### config.mk
export PLATFORM = sky130hd
export DESIGN_NAME = rk4st_queue
export DESIGN_NICKNAME = d
export VERILOG_FILES = /design/src/rtl/core/rk4st_pkg.sv /design/src/rtl/core/rk4st_queue.sv
export SDC_FILE = /design/constraint.sdc
export NUM_CORES = 1
export LEC_CHECK = 0
export ABC_AREA = 1
export BUFFER_PORTS_ARGS = -buffer_cell sky130_fd_sc_hd__buf_2
export CORE_ASPECT_RATIO = 0.75
export CORE_UTILIZATION = 52
export DETAILED_ROUTE_END_ITERATION = 10
export PLACE_DENSITY = 0.85
export SLEW_MARGIN = 30
export SYNTH_ARGS = -nofsm -noshare
export SYNTH_HDL_FRONTEND = slang
export SYNTH_SLANG_ARGS = --single-unit
export TNS_END_PERCENT = 30
### constraint.sdc
create_clock -name clk -period 6.4 [get_ports clk]
set_clock_uncertainty 0.05 [all_clocks]
set_input_delay 1.28 -clock clk [delete_from_list [all_inputs] [get_ports clk]]
set_output_delay 1.28 -clock clk [all_outputs]
set_load 0.005 [all_outputs]
### src/rtl/core/rk4st_pkg.sv
// Shared types and constants for the RK4 streamline tracer.
package rk4st_pkg;

  localparam int IN_DATA_W  = 72;
  localparam int OUT_DATA_W = 48;
  localparam int CFG_DATA_W = 16;
  localparam int CFG_IDX_W  = 3;
  localparam int POS_W      = 20;
  localparam int VEC_W      = 16;
  localparam int IDX_W      = 6;
  localparam int ADDR_MAX_W = 20;

  localparam logic [CFG_IDX_W-1:0] REG_GRID_WIDTH  = 3'd0;
  localparam logic [CFG_IDX_W-1:0] REG_GRID_HEIGHT = 3'd1;
  localparam logic [CFG_IDX_W-1:0] REG_STEP_SIZE   = 3'd2;
  localparam logic [CFG_IDX_W-1:0] REG_POINTS      = 3'd3;
  localparam logic [CFG_IDX_W-1:0] REG_CROP        = 3'd4;

  localparam logic MODE_WRITE = 1'b0;
  localparam logic MODE_TRACE = 1'b1;

  typedef struct packed {
    logic                    trace;
    logic [ADDR_MAX_W-1:0]   addr;
    logic signed [POS_W-1:0] pos_x;
    logic signed [POS_W-1:0] pos_y;
    logic signed [VEC_W-1:0] vec_x;
    logic signed [VEC_W-1:0] vec_y;
  } cmd_t;

  typedef struct packed {
    logic                    start;
    logic signed [VEC_W-1:0] vx;
    logic signed [VEC_W-1:0] vy;
  } norm_req_t;

  typedef struct packed {
    logic               done;
    logic signed [17:0] ux;
    logic signed [17:0] uy;
  } norm_rsp_t;

endpackage

### src/rtl/core/rk4st_queue.sv
// Two-entry command queue between the input side and the execution side.
module rk4st_queue (
  input  logic            clk,
  input  logic            rst_n,
  input  logic            push,
  input  rk4st_pkg::cmd_t cmd_in,
  output logic            full,
  input  logic            pop,
  output rk4st_pkg::cmd_t cmd_out,
  output logic            empty
);
  import rk4st_pkg::*;

  cmd_t       mem_r [2];
  logic       wp_r, rp_r;
  logic [1:0] cnt_r;

  assign full    = (cnt_r == 2'd2);
  assign empty   = (cnt_r == 2'd0);
  assign cmd_out = mem_r[rp_r];

  always_ff @(posedge clk) begin
    if (push) begin
      mem_r[wp_r] <= cmd_in;
    end
    if (!rst_n) begin
      wp_r  <= 1'b0;
      rp_r  <= 1'b0;
      cnt_r <= 2'd0;
    end else begin
      if (push) begin
        wp_r <= !wp_r;
      end
      if (pop) begin
        rp_r <= !rp_r;
      end
      cnt_r <= cnt_r + 2'(push) - 2'(pop);
    end
  end

endmodule

==> flow_summary.toml, run 1 <==
[cts]
cts-htree-levels = 4
cts_sinks = 191
clock_tree.root_cell = "sky130_fd_sc_hd__clkbuf_16"
tritoncts.num_buffers = 17
post-cts-setup-buffers = 0
clk_latency_ns = 0.42
max-clock-path-buffers = 2
tritoncts = "yes"
cts.hold.buffers_added = 0
cts.repair.resized = 0
clk_pin_slew_ns = 0.06

[pwr]
p_leak_nw = 3.52
seq_power_share = 0.555
p_int_mw = 2.08
power.share.combinational = 0.099
power_switching_uw = 561
power.density_mw_per_mm2 = 298
share_clk_of_total_power = 0.346
vdd.ir_drop.worst_v = 0.000192
netSwitchingFraction = 0.212

[timing]
setup_repair_after_global_routing_missed_its_margin = "false"
clock.fmax_mhz = 294
worst_slew_pin_slew_ns = 0.978
finalHoldViolCount = 0
setup_viol = 0
post-route-min-period_ns = 3.40
fin_crit_sh = 0.532
final_layout_setup_total_negative_slack_ns = 0
report.final.slew_viol_count = 0
slew-limit-headroom = 0.348

[routing]
drt-total-wl_mm = 12.3
ant_nets = 0
drc_violations = 0
detail_route.first_pass.iterations = 4
routed_wire_length_per_instance_um = 17.4
dr_total_vias = 3568
avgViaCountPerCell = 5.02
drt-initial-drc-count = 183

[grt]
grt_pass1_vias = 3690
globalRoute.totalOverflow = 0
wire_length_of_the_first_global_routing_pass_mm = 19.3
grt_use_total = 0.179
antenna_found_initial = 0
grt_start_max_net_pins = 60

[floorplan]
top_level_ports = 192
fp-row-count = 36
core_region_area_mm2 = 0.0132
floorplan.die.height_um = 104
die_w_um = 138
die_area_mm2 = 0.0144
initial_core_utilization = 0.545

[placement]
dpl-instance-area_mm2 = 0.00834
post_detailed_placement_half_perimeter_wirelength_mm = 8.12
gp_congestion = 0.732
io_buffers = 191

[synth]
yosys_warn_count = 0
syn_inst = 322
synth_flop_cell = "sky130_fd_sc_hd__edfxtp_1"
synth_area_per_cell_um2 = 22.4
synth_most_common_cell = "sky130_fd_sc_hd__edfxtp_1"
top_post_synthesis_cells_by_count = "186 x sky130_fd_sc_hd__edfxtp_1, 70 x sky130_fd_sc_hd__mux2_4, 23 x sky130_fd_sc_hd__mux2_2"
postSynthRegisterBits = 191
post_synth_main_area_contributors = "sky130_fd_sc_hd__edfxtp_1 77%, sky130_fd_sc_hd__mux2_4 15%, sky130_fd_sc_hd__mux2_2 3.6%"
synthDominantCellAreaShare = 0.774
mappedNetlistNets = 421
ys_async_sr_fraction = 0
synth-seq-area-share = 0.788
syn-cell-area_mm2 = 0.00722
post_synthesis_cell_type_count = 13
synth_edf_count = 186
synth_top_area_cell = "sky130_fd_sc_hd__edfxtp_1"

[worst_setup_path]
cp_data_required_time_ns = 5.07
rr_worst_depth = 3
critPathArrivalTime_ns = 2.07
rrSetupSlack_ns = 4.31
path_max_fanout = 59
critical_path.endpoint_type = "output port"
regToRegStartpoint = "wp_r"
timing.rr.end = "mem_r[1][66]"
crit_path_start_kind = "flop"
critPathKind = "flop to output port"

[finish]
multi_input_comb_area_mm2 = 0.00142
syn_to_final_growth_pct = 22.6
fraction_of_layout_cells_with_a_size_suffix_above_1 = 0.590
fill_cells = 901
area.sequential_mm2 = 0.00569
design.final.nets = 626
final_instance_area_mm2 = 0.00885

[worst_hold_path]
min-delay-path-class = "flop to flop"
worstHoldPathCells = 2
min_from = "rp_r"

[flow_run]
max_cap_violations = 0

[status]
outcome = "finished clean"
worst max-delay path, cell delays in order, from the launching register on:
cell and delay, ns:
sky130_fd_sc_hd__dfxtp_4 0.34, sky130_fd_sc_hd__buf_4 0.72, sky130_fd_sc_hd__mux2_2 0.42, sky130_fd_sc_hd__buf_2 0.13
worst max-delay path by stage:
stage	start	end	slack [ns]	cells past startpoint
finish	flop	cmd_out[8]	3.00	3
global route	flop	cmd_out[8]	2.90	3
CTS	flop	cmd_out[8]	2.96	3
detailed placement	push	mem_r[1][19]	3.30	4
global placement	push	mem_r[1][19]	3.34	4
floorplan	push	mem_r[0][0]	0.59	2
per-layer routing:
layer  wire length (um)  track usage  share of wire  vias up
met3               1040       0.0686          0.084       11
met2               5960        0.284           0.48      144
met4                146       0.0636          0.012        0
met1               5200        0.226           0.42     1746
met5                  0            0              0        -
li1                   -            -              -     1667
power groups by stage:
stage	registers [mW]	logic [mW]	clock network [mW]
2_1_floorplan	1.49	0.151	0
3_3_place_gp	1.49	0.254	0
3_5_place_dp	1.49	0.263	0
4_1_cts	1.47	0.264	0.929
5_1_grt	1.47	0.283	0.976
6_report	1.47	0.260	0.913
final cells by class:
cell class / count / area share
multi-input cells: 114 / 0.160
clock inverters: 11 / 0.00778
inverters: 7 / 0.00325
diodes: 1 / 0.000283
flip-flops and latches: 191 / 0.643
clock buffers: 20 / 0.0493
well taps: 171 / 0.0242
repair buffers: 196 / 0.112
layout by cell type, fill, tap and decap left out, drive strengths merged:
cell type / instances
clkbuf: 20
nor2: 9
mux2: 93
diode: 1
nand2: 8
ha: 2
a21oi: 1
nand3: 1
clkinvlp: 2
inv: 9
edfxtp: 186
clkinv: 7
dfxtp: 5
buf: 196
per-stage QoR:
stage	total power, mW	utilization	setup WS, ns	std cells	hold WS, ns
2_1_floorplan	1.64	-	0.588	322	0.413
3_3_place_gp	1.74	0.630	3.34	679	0.428
3_5_place_dp	1.76	0.630	3.30	679	0.437
4_1_cts	2.66	0.668	2.96	710	0.464
5_1_grt	2.73	0.668	2.90	710	0.470
6_report	2.64	0.668	3.00	711	0.468
logic make-up (layout without fill, tap and decap cells):
family | Yosys count | in the layout | synth area share
other | 0 | 1 | 0
DFF | 191 | 191 | 0.788
and+or+nand+nor | 18 | 18 | 0.00953
buffers and inverters | 17 | 234 | 0.0170
muxes | 93 | 93 | 0.182
AOI/OAI and AO/OA | 1 | 1 | 0.000693
adders and majority gates | 2 | 2 | 0.00347
flip-flops by register name (all words and copies together), names as in the netlist, named ones only:
name / count
mem_r: 186
rp_r: 1
cnt_r: 2
wp_r: 1
Note: power is estimated with default switching activity, not from simulation.
==> inputs of run 2 (changes only) <==
clock period = 3.5 ns   (was 6.4 ns; I/O delays follow)
==> flow_summary.toml, run 2 (synthesis gave the netlist of run 1 again) <==
[status]
outcome = "finished clean"

[worst_setup_path]
path_cells = "buf_4, mux2_2, buf_2"
rrSetupSlack_ns = 1.78
path_max_fanout = 31
critPathArrivalTime_ns = 2.01
critical_path.endpoint_type = "output port"
critPathSlowestCell = "sky130_fd_sc_hd__dfxtp_4"
critPathKind = "flop to output port"
critPathMaxStageDelay_ns = 0.67
cp_data_required_time_ns = 2.75
crit_path_start_kind = "flop"

[placement]
post_detailed_placement_half_perimeter_wirelength_mm = 8.37
placed_cells_incl_taps = 679
gp_congestion = 0.709
io_buffers = 191
detailedPlace.worstSlack_ns = 1.15

[timing]
setup_viol = 0
report.final.slew_viol_count = 0
final_layout_setup_total_negative_slack_ns = 0
clock.fmax_mhz = 362
finalHoldViolCount = 0
setup_repair_after_global_routing_missed_its_margin = "false"
fin_worst_hold_slack_ns = 0.413
post-route-min-period_ns = 2.76
fin_crit_sh = 0.789
slew-limit-headroom = 0.569
setup_slack_ns = 0.738
worst_slew_pin_slew_ns = 0.646

[routing]
drt-initial-drc-count = 155
detail_route.first_pass.iterations = 5
routed_wire_length_per_instance_um = 17.6
avgViaCountPerCell = 5.12
drt-total-wl_mm = 12.5
drc_violations = 0
dr_total_vias = 3633
ant_nets = 0

[finish]
fin_cells = 710
fill_cells = 871
layout.cells.most_common = "sky130_fd_sc_hd__buf_2"
flip_flop_count_of_the_largest_register_all_copies_and_words_added = 186
multi_input_comb_area_mm2 = 0.00142
final_cell_mix = "191 x sky130_fd_sc_hd__buf_2, 186 x sky130_fd_sc_hd__edfxtp_1, 70 x sky130_fd_sc_hd__mux2_4"
syn_to_final_growth_pct = 24.0
design.final.nets = 626
antenna_cells_inserted = 0
area.sequential_mm2 = 0.00569
top_register = "mem_r"
biggestRegsByFlops = "mem_r x186, cnt_r x2"
fraction_of_layout_cells_with_a_size_suffix_above_1 = 0.590

[grt]
wire_length_of_the_first_global_routing_pass_mm = 19.2
grt_start_max_net_pins = 53
globalRoute.totalOverflow = 0
grt_pass1_vias = 3723
antenna_found_initial = 0
grt_use_total = 0.180

[cts]
cts.repair.resized = 0
max-clock-path-buffers = 2
clk_latency_ns = 0.42
clock_tree.root_cell = "sky130_fd_sc_hd__clkbuf_16"
cts.hold.buffers_added = 0
cts-htree-levels = 4
tritoncts = "yes"
post-cts-setup-buffers = 0
cts_sinks = 191
clk_pin_slew_ns = 0.06
tritoncts.num_buffers = 17

[pwr]
totalPowerFinal_mw = 5.05
vdd.ir_drop.worst_v = 0.000486
power.density_mw_per_mm2 = 564
p_leak_nw = 3.55

[floorplan]
die_area_mm2 = 0.0144
top_level_ports = 192
initial_core_utilization = 0.545
core_region_area_mm2 = 0.0132
fp-row-count = 36
floorplan.die.height_um = 104
die_w_um = 138

[flow_run]
max_cap_violations = 0

[worst_hold_path]
min-delay-path-class = "primary input to flop"
==> run 2: cell types whose count changed in the layout (fill, tap and decap cells not counted), moves of 2 or more <==
cell and change:
sky130_fd_sc_hd__buf_4 -2, sky130_fd_sc_hd__bufinv_16 +3, sky130_fd_sc_hd__clkinv_2 -3, sky130_fd_sc_hd__buf_12 +2
==> run 2: report_power, final <==
group          total, mW  switching (mW)  internal, mW  leakage, nW
clock network       1.89           0.772          1.12        0.271
registers           2.69          0.0447          2.65         1.79
logic              0.465           0.209         0.256         1.49
total               5.05            1.03          4.02         3.55
==> run 2: layout make-up <==
cell class	count	share of cell area
multi-input cells	114	0.158
well taps	171	0.0239
clock inverters	10	0.0155
clock buffers	21	0.0492
repair buffers	196	0.114
flip-flops and latches	191	0.636
inverters	7	0.00322
==> run 2: path summary, 6_finish.rpt <==
kind | cells past startpoint | end | from
max reg2reg | 3 | mem_r[1][90] | wp_r
min reg2reg | 2 | flop | rp_r
min | 1 | mem_r[0][77] | cmd_in[77]
max | 3 | cmd_out[1] | flop
==> run 2: routing by layer <==
layer	track usage	vias up	share of wire
li1	-	1673	-
met1	0.224	1770	0.44
met2	0.281	168	0.46
met3	0.0709	22	0.082
met4	0.0754	0	0.019
met5	0	-	0
==> run 2: stage by stage <==
step                      cell area (um2)   util
final                                8950  0.676
after floorplan                      7220      -
after detailed placement             8370  0.632
after CTS                            8950  0.676
after global placement               8370  0.632
after global routing                 8950  0.676
==> run 2: worst max-delay path: cells and delay by family (launching register included) <==
| family | cells | cell delay (ns) |
|---|---|---|
| muxes | 1 | 0.37 |
| buffers and inverters | 2 | 0.54 |
| DFF | 1 | 0.67 |
