**src/rtl/core/rk4st_pkg.sv**
```systemverilog
// Shared types and constants for the RK4 streamline tracer.
package rk4st_pkg;

  localparam int IN_DATA_W  = 72;
  localparam int OUT_DATA_W = 48;
  localparam int CFG_DATA_W = 16;
  localparam int CFG_IDX_W  = 3;
  localparam int POS_W      = 20;
  localparam int VEC_W      = 16;
  localparam int IDX_W      = 6;
  localparam int ADDR_MAX_W = 20;

  localparam logic [CFG_IDX_W-1:0] REG_GRID_WIDTH  = 3'd0;
  localparam logic [CFG_IDX_W-1:0] REG_GRID_HEIGHT = 3'd1;
  localparam logic [CFG_IDX_W-1:0] REG_STEP_SIZE   = 3'd2;
  localparam logic [CFG_IDX_W-1:0] REG_POINTS      = 3'd3;
  localparam logic [CFG_IDX_W-1:0] REG_CROP        = 3'd4;

  localparam logic MODE_WRITE = 1'b0;
  localparam logic MODE_TRACE = 1'b1;

  typedef struct packed {
    logic                    trace;
    logic [ADDR_MAX_W-1:0]   addr;
    logic signed [POS_W-1:0] pos_x;
    logic signed [POS_W-1:0] pos_y;
    logic signed [VEC_W-1:0] vec_x;
    logic signed [VEC_W-1:0] vec_y;
  } cmd_t;

  typedef struct packed {
    logic                    start;
    logic signed [VEC_W-1:0] vx;
    logic signed [VEC_W-1:0] vy;
  } norm_req_t;

  typedef struct packed {
    logic               done;
    logic signed [17:0] ux;
    logic signed [17:0] uy;
  } norm_rsp_t;

endpackage

```
**src/rtl/core/rk4st_front.sv**
```systemverilog
// Input side: accepts beats, decodes mode and resolves the clamped write cell.
module rk4st_front #(
  parameter int GRID_W = 256,
  parameter int GRID_H = 256
) (
  input  logic                           in_tvalid,
  output logic                           in_tready,
  input  logic [rk4st_pkg::IN_DATA_W-1:0] in_tdata,
  input  logic                           in_tuser,
  input  logic [$clog2(GRID_W+1)-1:0]    eff_w,
  input  logic [$clog2(GRID_H+1)-1:0]    eff_h,
  input  logic                           busy,
  input  logic                           full,
  output logic                           push,
  output rk4st_pkg::cmd_t                cmd
);
  import rk4st_pkg::*;

  localparam int AW  = $clog2(GRID_W * GRID_H);
  localparam int CXW = $clog2(GRID_W);
  localparam int CYW = $clog2(GRID_H);

  logic signed [POS_W-1:0] px, py;
  logic signed [20:0]      px21, py21, wlim, hlim;
  logic [CXW-1:0]          cx;
  logic [CYW-1:0]          cy;
  logic [AW-1:0]           addr;

  assign in_tready = !full && !busy;
  assign push      = in_tvalid && in_tready;

  always_comb begin
    px   = in_tdata[19:0];
    py   = in_tdata[39:20];
    px21 = px;
    py21 = py;
    wlim = $signed(21'(eff_w)) - 21'sd1;
    hlim = $signed(21'(eff_h)) - 21'sd1;
    if (px[POS_W-1]) begin
      cx = '0;
    end else if (px21 > wlim) begin
      cx = CXW'(wlim);
    end else begin
      cx = CXW'(px);
    end
    if (py[POS_W-1]) begin
      cy = '0;
    end else if (py21 > hlim) begin
      cy = CYW'(hlim);
    end else begin
      cy = CYW'(py);
    end
    addr      = AW'(AW'(cy) * AW'(eff_w)) + AW'(cx);
    cmd.trace = (in_tuser == MODE_TRACE);
    cmd.addr  = ADDR_MAX_W'(addr);
    cmd.pos_x = px;
    cmd.pos_y = py;
    cmd.vec_x = in_tdata[55:40];
    cmd.vec_y = in_tdata[71:56];
  end

endmodule

```
**config.mk**
```make
export PLATFORM = sky130hd
export DESIGN_NAME = rk4st_front
export DESIGN_NICKNAME = d
export VERILOG_FILES = /design/src/rtl/core/rk4st_pkg.sv /design/src/rtl/core/rk4st_front.sv
export SDC_FILE = /design/constraint.sdc
export NUM_CORES = 1
export LEC_CHECK = 0
export BUFFER_PORTS_ARGS = -buffer_cell sky130_fd_sc_hd__buf_2
export CORE_MARGIN = 1
export CORE_UTILIZATION = 55
export DETAILED_ROUTE_END_ITERATION = 10
export GPL_TIMING_DRIVEN = 0
export PLACE_DENSITY = 0.9
export SETUP_SLACK_MARGIN = 0.02
export SLEW_MARGIN = 15
export SYNTH_ARGS = -nofsm -noshare
export SYNTH_HDL_FRONTEND = slang
export SYNTH_SLANG_ARGS = --single-unit
export TNS_END_PERCENT = 30
```
**constraint.sdc**
```tcl
create_clock -name vclk -period 24.7
set_input_delay 4.94 -clock vclk [all_inputs]
set_output_delay 4.94 -clock vclk [all_outputs]
set_load 0.005 [all_outputs]
```
==> flow_metrics.env, run 1 <==
export IMPL_period_minus_slack_ns=17.73
export IMPL_synthToLayoutAreaGrowth_pct=19.56
export IMPL_pwr_share_comb=1.000
export IMPL_min_path_type="input pin to output port"
export IMPL_p_per_area_mw_per_mm2=34.86
export IMPL_cp_max_fo=11
export IMPL_vias=4321
export IMPL_fp_dieArea_mm2=0.008769
export IMPL_grt_pass1_vias=4529
export IMPL_diodes=0
export IMPL_drt_initial_drc_count=108
export IMPL_netlist_top_cells_count="inv_1 (90), ha_1 (78), buf_4 (77)"
export IMPL_final_util=0.6755
export IMPL_grtUsageMet3=0.008130
export IMPL_ys_seq_area_frac=0
export IMPL_grt_overflow_total=0
export IMPL_cp_required_ns=19.76
export IMPL_peakVddDrop_mv=0.01968
export IMPL_cts_resized=0
export IMPL_start_util=0.5650
export IMPL_max_slew_margin=0.5186
export IMPL_setup_violations=0
export IMPL_fillers=660
export IMPL_seq_cell_count=0
export IMPL_critPathKind="input pin to output port"
export IMPL_syn_area_mm2=0.004619
export IMPL_gr_usage_met2=0.5392
export IMPL_synth_area_leaders="fa_1 (21%), ha_1 (21%), buf_4 (13%)"
export IMPL_post_drt_wl_per_cell_um=12.80
export IMPL_post_cts_setup_buffer_count=0
export IMPL_coreArea_mm2=0.008175
export IMPL_synthDominantCellAreaShare=0.2124
export IMPL_worstSetupEndpointType="output port"
export IMPL_hold_viol=0
export IMPL_gp_congestion=0.8604
export IMPL_maxCapViolCount=0
export IMPL_synthCells=573
export IMPL_synth_area_per_cell_um2=8.062
export IMPL_clock_buffers=0
export IMPL_dp_cells=833
export IMPL_yosysTopAreaCell="fa_1"
export IMPL_io_buffer_count=152
export IMPL_die_x_um=93.65
export IMPL_clock_power_share=0
export IMPL_top_level_ports=189
export IMPL_power_switching_uw=100.5
export IMPL_dpl_cell_area_mm2=0.005523
export IMPL_slew_viol_final=0
export IMPL_rows=33
export IMPL_ys_warn_count=0
export IMPL_tightest_slew_ns=0.7195
export IMPL_met1_usage=0.2862
export IMPL_dieHeight_um=93.65
export IMPL_hold_depth=2
export IMPL_final_cells=833
export IMPL_via_per_inst=5.187
export IMPL_final_nets=951
export IMPL_drc=0
export IMPL_critPathMostFrequentCell="fa_1"
export IMPL_critPathArrivalTime_ns=12.79
export IMPL_dp_hpwl_um=9562
export IMPL_rsz0062_at_grt="no"
export IMPL_maxClockFrequency_ghz=0.05640
export IMPL_status="finished clean"
export IMPL_fin_crit_sh=0.7178
export IMPL_cellLeakagePower_uw=0.003145
export IMPL_synth_distinct_cells=54
export IMPL_drive_gt1_frac=0.3393
export IMPL_grt_pass1_wl_um=18760
export IMPL_drt_pass1_iterations=4
export IMPL_fin_area_mm2=0.005523
export IMPL_ctsHoldBuffers=0
export IMPL_antenna_found_initial=0
export IMPL_crit_path_start_kind="input pin"
export IMPL_ant_nets=0
export IMPL_synth_most_common_cell="inv_1"
export IMPL_grt_max_degree=12
export IMPL_busiest_layer="met2"
export IMPL_cp_slowest_cell="nor2_1"
export IMPL_internal_power_uw=92.04
export IMPL_wl_um=10670
export IMPL_seqPwrFrac=0
export IMPL_finalSetupTns_ns=0
export IMPL_slowest_delay_ns=0.57
export IMPL_register_area_um2=0
export IMPL_netSwitchingFraction=0.5220
export IMPL_grtUsageTotal=0.2579
[cell families after synthesis]
group,Yosys count,share of synthesized area
simple gates,175,0.1872
buf+inv,170,0.2023
fa+ha+maj,127,0.4236
compound gates,62,0.09399
xor+xnor,25,0.05038
mux,13,0.04171
other cells,1,0.0008118
[final cells by class]
type / count / area [um^2] / share of cell area
inverters: 90 / 337.8 / 0.06117
repair buffers: 152 / 760.7 / 0.1377
plain buffers: 80 / 596.8 / 0.1081
multi-input cells: 406 / 3696 / 0.6692
well taps: 105 / 131.4 / 0.02379
[per-stage QoR]
step	setup slack (ns)	hold WS, ns	power [uW]
after global placement	7.296	10.05	183.3
final	6.971	10.04	192.5
after global routing	6.490	10.05	222.6
after floorplan	8.319	9.912	132.4
after CTS	7.088	10.05	194.6
after detailed placement	7.139	10.05	193.2
[layout by cell type, fill, tap and decap left out, types with 8 or more instances in the layout]
master,instances
buf_2,152
o21ai_0,10
nand2_1,29
buf_4,77
nor2b_1,19
mux2i_1,8
inv_1,90
a21oi_1,16
nor2_1,69
fa_1,49
xor2_1,9
xnor2_1,15
nand2b_1,16
nor3_1,11
ha_1,78
a21o_1,11
[power groups by stage]
stage	combinational [uW]	clock, uW	sequential (uW)
2_1_floorplan	132	0	0
3_3_place_gp	183	0	0
3_5_place_dp	193	0	0
4_1_cts	195	0	0
5_1_grt	223	0	0
6_report	193	0	0
[routing by layer]
| layer | share of wire | vias to the layer above |
|---|---|---|
| met1 | 0.39 | 2070 |
| li1 | - | 2082 |
| met5 | 0 | - |
| met3 | 0.046 | 14 |
| met2 | 0.55 | 155 |
| met4 | 0.015 | 0 |
[final timing paths]
| path | startpoint | end | slack (ns) |
|---|---|---|---|
| min | in_tdata[56] | cmd[0] | 10.04 |
| max | eff_w[3] | cmd[87] | 6.97 |
[critical path, delay by kind of cell]
family                   cells  cell delay [ns]
buffers and inverters        4             0.42
AND/OR/NAND/NOR              9             2.45
adder cells (fa/ha/maj)      6             2.61
AO/OA/AOI/OAI                7             1.51
multiplexers                 1             0.32
XOR/XNOR                     2             0.51
Power figures use the tool's default switching activity.
==> run 2, diff against run 1 <==
Settings changed: ABC_AREA set to 1, CORE_UTILIZATION 55 to 52, PLACE_DENSITY 0.9 to 0.85.
Clock period 24.7 ns to 18 ns, I/O delays scaled along.
==> run 2 against run 1 <==
Die area up 4.8%. Wire length fell by 0.23%. Final cell count up 7.1%. Power grew 54%. Setup slack worse by 3.2 ns. Utilization down 2.2 points. Count of clock-buffer cells in the layout stayed put. Combinational power is 53% higher. Sequential share of layout area stayed put. Critical path type unchanged. Highest routed layer unchanged.
==> flow_metrics.env, run 2 <==
export IMPL_final_common_cell="buf_2"
export IMPL_antenna_found_initial=0
export IMPL_fp_dieArea_mm2=0.009193
export IMPL_dieHeight_um=95.88
export IMPL_synth_distinct_cells=38
export IMPL_ys_seq_area_frac=0
export IMPL_max_slew_margin=0.6596
export IMPL_post_cts_setup_buffer_count=0
export IMPL_synth_most_common_cell="inv_1"
export IMPL_hold_viol=0
export IMPL_cp_slowest_cell="fa_1"
export IMPL_syn_area_mm2=0.004583
export IMPL_min_path_type="input pin to output port"
export IMPL_drive_gt1_frac=0.3240
export IMPL_start_util=0.5468
export IMPL_wl_um=10640
export IMPL_grt_overflow_total=0
export IMPL_post_drt_wl_per_cell_um=11.93
export IMPL_synthCells=634
export IMPL_dp_hpwl_um=9576
export IMPL_internal_power_uw=133.6
export IMPL_vias=4466
export IMPL_grt_pass1_wl_um=17390
export IMPL_cp_required_ns=14.40
export IMPL_seq_cell_count=0
export IMPL_synth_area_leaders="fa_1 (21%), ha_1 (21%), buf_4 (13%)"
export IMPL_worstSetupEndpointType="output port"
export IMPL_ant_nets=0
export IMPL_period_minus_slack_ns=14.26
export IMPL_clock_power_share=0
export IMPL_die_x_um=95.88
export IMPL_drt_pass1_iterations=4
export IMPL_cts_resized=0
export IMPL_ctsHoldBuffers=0
export IMPL_critPathArrivalTime_ns=10.66
export IMPL_fin_crit_sh=0.7923
export IMPL_grt_pass1_vias=4149
export IMPL_layout_common_cells="buf_2 (150), inv_1 (112), nand2_1 (91)"
export IMPL_critPathMostFrequentCell="nand2_1"
export IMPL_ys_warn_count=0
export IMPL_diodes=0
export IMPL_maxCapViolCount=0
export IMPL_rows=33
export IMPL_grt_max_degree=12
export IMPL_netlist_top_cells_count="inv_1 (112), nand2_1 (91), ha_1 (78)"
export IMPL_fin_ws_ns=3.738
export IMPL_power_switching_uw=162.6
export IMPL_status="finished clean"
export IMPL_final_nets=1010
export IMPL_synth_area_per_cell_um2=7.229
export IMPL_top_level_ports=189
export IMPL_cellLeakagePower_uw=0.003286
export IMPL_drc=0
export IMPL_slowest_delay_ns=0.55
export IMPL_maxClockFrequency_ghz=0.07012
export IMPL_pwr_share_comb=1.000
export IMPL_yosysTopAreaCell="fa_1"
export IMPL_finalSetupTns_ns=0
export IMPL_synthToLayoutAreaGrowth_pct=19.49
export IMPL_min_from="in_tdata[55]"
export IMPL_register_area_um2=0
export IMPL_clock_buffers=0
export IMPL_setup_violations=0
export IMPL_pre_cts_slack_ns=3.727
export IMPL_rsz0062_at_grt="no"
export IMPL_crit_path_start_kind="input pin"
export IMPL_cp_max_fo=11
export IMPL_p_per_area_mw_per_mm2=54.09
export IMPL_via_per_inst=5.007
export IMPL_io_buffer_count=150
export IMPL_critPathBufInv=6
export IMPL_seqPwrFrac=0
export IMPL_cp_startpoint="eff_w[2]"
export IMPL_tightest_slew_ns=0.5106
export IMPL_peakVddDrop_mv=0.03443
export IMPL_gp_congestion=0.8721
export IMPL_crit_family="adder cells"
export IMPL_coreArea_mm2=0.008382
export IMPL_grtUsageTotal=0.2334
export IMPL_synthDominantCellAreaShare=0.2140
export IMPL_slew_viol_final=0
export IMPL_netSwitchingFraction=0.5490
export IMPL_critPathKind="input pin to output port"
export IMPL_drt_initial_drc_count=145
[run 2: cell count changes in the layout (fill, tap and decap cells not counted), moves of 8 or more]
cell	delta
nand2_1	+62
xnor2_1	-9
a21o_1	-9
a21oi_1	+13
nand4_1	+12
nor2b_1	-19
nor3_1	-8
nand2b_1	-16
inv_1	+22
mux2i_1	-8
xor2_1	+10
nand3_1	+23
[run 2: worst paths after layout]
| kind | end | slack (ns) | depth (start not counted) |
|---|---|---|---|
| setup / recovery | cmd[87] | 3.74 | 33 |
| hold / removal | cmd[31] | 7.36 | 2 |
[run 2: layer usage]
layer,part of all wire,vias up,track usage
met4,0.012,0,0.03483
met2,0.51,153,0.4589
met1,0.42,2079,0.2833
met3,0.056,14,0.01027
li1,-,2220,-
met5,0,-,0
[run 2: final cells by class]
| cell class | count | area (um^2) |
|---|---|---|
| buffer | 81 | 600.6 |
| fill | 777 | 2905 |
| timing repair buffer | 150 | 750.7 |
| inverter | 120 | 450.4 |
| multi-input combinational | 436 | 3543 |
| tap | 105 | 131.4 |
[run 2: power by group through the flow]
stage                     clock network [uW]  logic (uW)  registers [uW]
final                                      0         296               0
after global routing                       0         347               0
after CTS                                  0         299               0
after detailed placement                   0         298               0
after global placement                     0         287               0
after floorplan                            0         208               0
[run 2: kinds of logic after synthesis]
group / share of synthesized area
other cells: 0.0008182
buf+inv: 0.2293
fa+ha+maj: 0.4270
compound gates: 0.05924
simple gates: 0.2359
xor+xnor: 0.04778
[run 2: through the flow]
stage                     instance area, um^2  instances  hold WS, ns  power [uW]    util
after floorplan                          4594        637        7.227       207.5       -
after global placement                   5477        892        7.367       286.9  0.6534
after detailed placement                 5477        892        7.366       297.7  0.6534
after CTS                                5477        892        7.366       299.4  0.6534
after global routing                     5477        892        7.369       347.2  0.6534
final                                    5477        892        7.365       296.2  0.6534
==> run 3, diff against run 2 <==
Settings changed: CORE_UTILIZATION 52 to 47, PLACE_DENSITY 0.85 to 0.82.
Clock period 18 ns to 12.2 ns, I/O delays scaled along.
==> run 3 against run 2 <==
Setup slack worse by 3.2 ns. Utilization decreased by 5.9 points. First-iteration DRC count shrank 8.3%. Wire length down 6.2%. Hold slack worse by 2.3 ns. Non-clock buffer count grew 2. Sequential share of layout area is the same.
==> flow_metrics.env, run 3 (synthesis results as in run 2) <==
export IMPL_slowest_delay_ns=0.56
export IMPL_grt_pass1_vias=4090
export IMPL_ant_nets=0
export IMPL_ctsHoldBuffers=0
export IMPL_hold_slack_ns=5.045
export IMPL_synthToLayoutAreaGrowth_pct=20.97
export IMPL_critPathArrivalTime_ns=9.25
export IMPL_rsz0062_at_grt="no"
export IMPL_crit_path_start_kind="input pin"
export IMPL_dieHeight_um=100.8
export IMPL_diodes=0
export IMPL_coreArea_mm2=0.009328
export IMPL_p_per_area_mw_per_mm2=78.89
export IMPL_rows=35
export IMPL_dp_hpwl_um=8991
export IMPL_fin_crit_sh=0.9586
export IMPL_fin_ws_ns=0.5056
export IMPL_setup_violations=0
export IMPL_final_common_cell="buf_2"
export IMPL_peakVddDrop_mv=0.05803
export IMPL_top_level_ports=189
export IMPL_clock_buffers=0
export IMPL_io_buffer_count=150
export IMPL_min_path_type="input pin to output port"
export IMPL_grtUsageTotal=0.1980
export IMPL_layout_common_cells="buf_2 (150), inv_1 (112), nand2_1 (90)"
export IMPL_maxCapViolCount=0
export IMPL_seq_cell_count=0
export IMPL_register_area_um2=0
export IMPL_start_util=0.4913
export IMPL_pre_cts_slack_ns=0.2844
export IMPL_tightest_slew_ns=0.5162
export IMPL_drt_pass1_iterations=5
export IMPL_hold_viol=0
export IMPL_critPathKind="input pin to output port"
export IMPL_drc=0
export IMPL_gp_congestion=0.8696
export IMPL_cp_slowest_cell="fa_1"
export IMPL_min_from="in_tdata[49]"
export IMPL_cellLeakagePower_uw=0.003299
export IMPL_die_x_um=100.8
export IMPL_final_nets=1012
export IMPL_grt_pass1_wl_um=16780
export IMPL_drt_initial_drc_count=133
export IMPL_vias=4349
export IMPL_grt_overflow_total=0
export IMPL_drive_gt1_frac=0.3321
export IMPL_status="finished clean"
export IMPL_cp_required_ns=9.76
export IMPL_via_per_inst=4.737
export IMPL_min_to="cmd[25]"
export IMPL_max_slew_margin=0.6558
export IMPL_final_cells=918
export IMPL_worstSetupEndpointType="output port"
export IMPL_antenna_found_initial=0
export IMPL_maxClockFrequency_ghz=0.08551
export IMPL_fp_dieArea_mm2=0.01015
export IMPL_hold_depth=2
export IMPL_dp_cells=916
export IMPL_final_util=0.5944
export IMPL_grt_max_degree=12
export IMPL_wl_um=9986
export IMPL_finalSetupTns_ns=0
export IMPL_post_drt_wl_per_cell_um=10.88
export IMPL_slew_viol_final=0
export IMPL_critPathMostFrequentCell="nand2_1"
export IMPL_period_minus_slack_ns=11.69
export IMPL_cp_max_fo=10
## run 3: final cells by class
cell class                 count  area [um^2]
timing repair buffer         152        765.7
fill                         902         3784
inverter                     120        450.4
buffer                        81        600.6
tap                          129        161.4
multi-input combinational    436         3566
## run 3: worst max path at each step
stage,from,to,cells after the start
final,eff_h[0],cmd[87],38
after global routing,eff_h[0],cmd[87],39
after CTS,eff_h[0],cmd[87],37
after detailed placement,eff_h[0],cmd[87],37
after global placement,eff_h[0],cmd[87],37
after floorplan,eff_h[0],cmd[87],37
## run 3: power by group
part	switching (uW)	total, uW	internal, uW
registers	0	0	0
clock network	0	0	0
logic	239	437	198
total	239	437	198
## run 3: through the flow
stage	power (uW)	area, um^2
3_5_place_dp	438.6	5507
3_3_place_gp	428.2	5507
4_1_cts	440.7	5507
6_report	437.4	5544
2_1_floorplan	306.2	4594
5_1_grt	512.0	5544
## run 3: repair_timing
action | CTS | global route
resized for setup | 0 | 5
endpoints found under the setup margin | 0 | 1
setup buffers | 0 | 2
## run 3: critical path, delay by kind of cell
family	cells	cell delay (ns)
buffers and inverters	8	0.73
xor gates and xnor gates	1	0.11
and+or+nand+nor	17	2.29
AOI/OAI and AO/OA	5	0.77
adders and majority gates	7	2.93
## run 3: layer usage
layer,vias to the layer above,GRT usage,wire length [um]
met1,1967,0.2422,4232
met5,-,0,0
met2,147,0.3899,4974
met3,7,0.01318,661
li1,2228,-,-
met4,0,0.01784,118
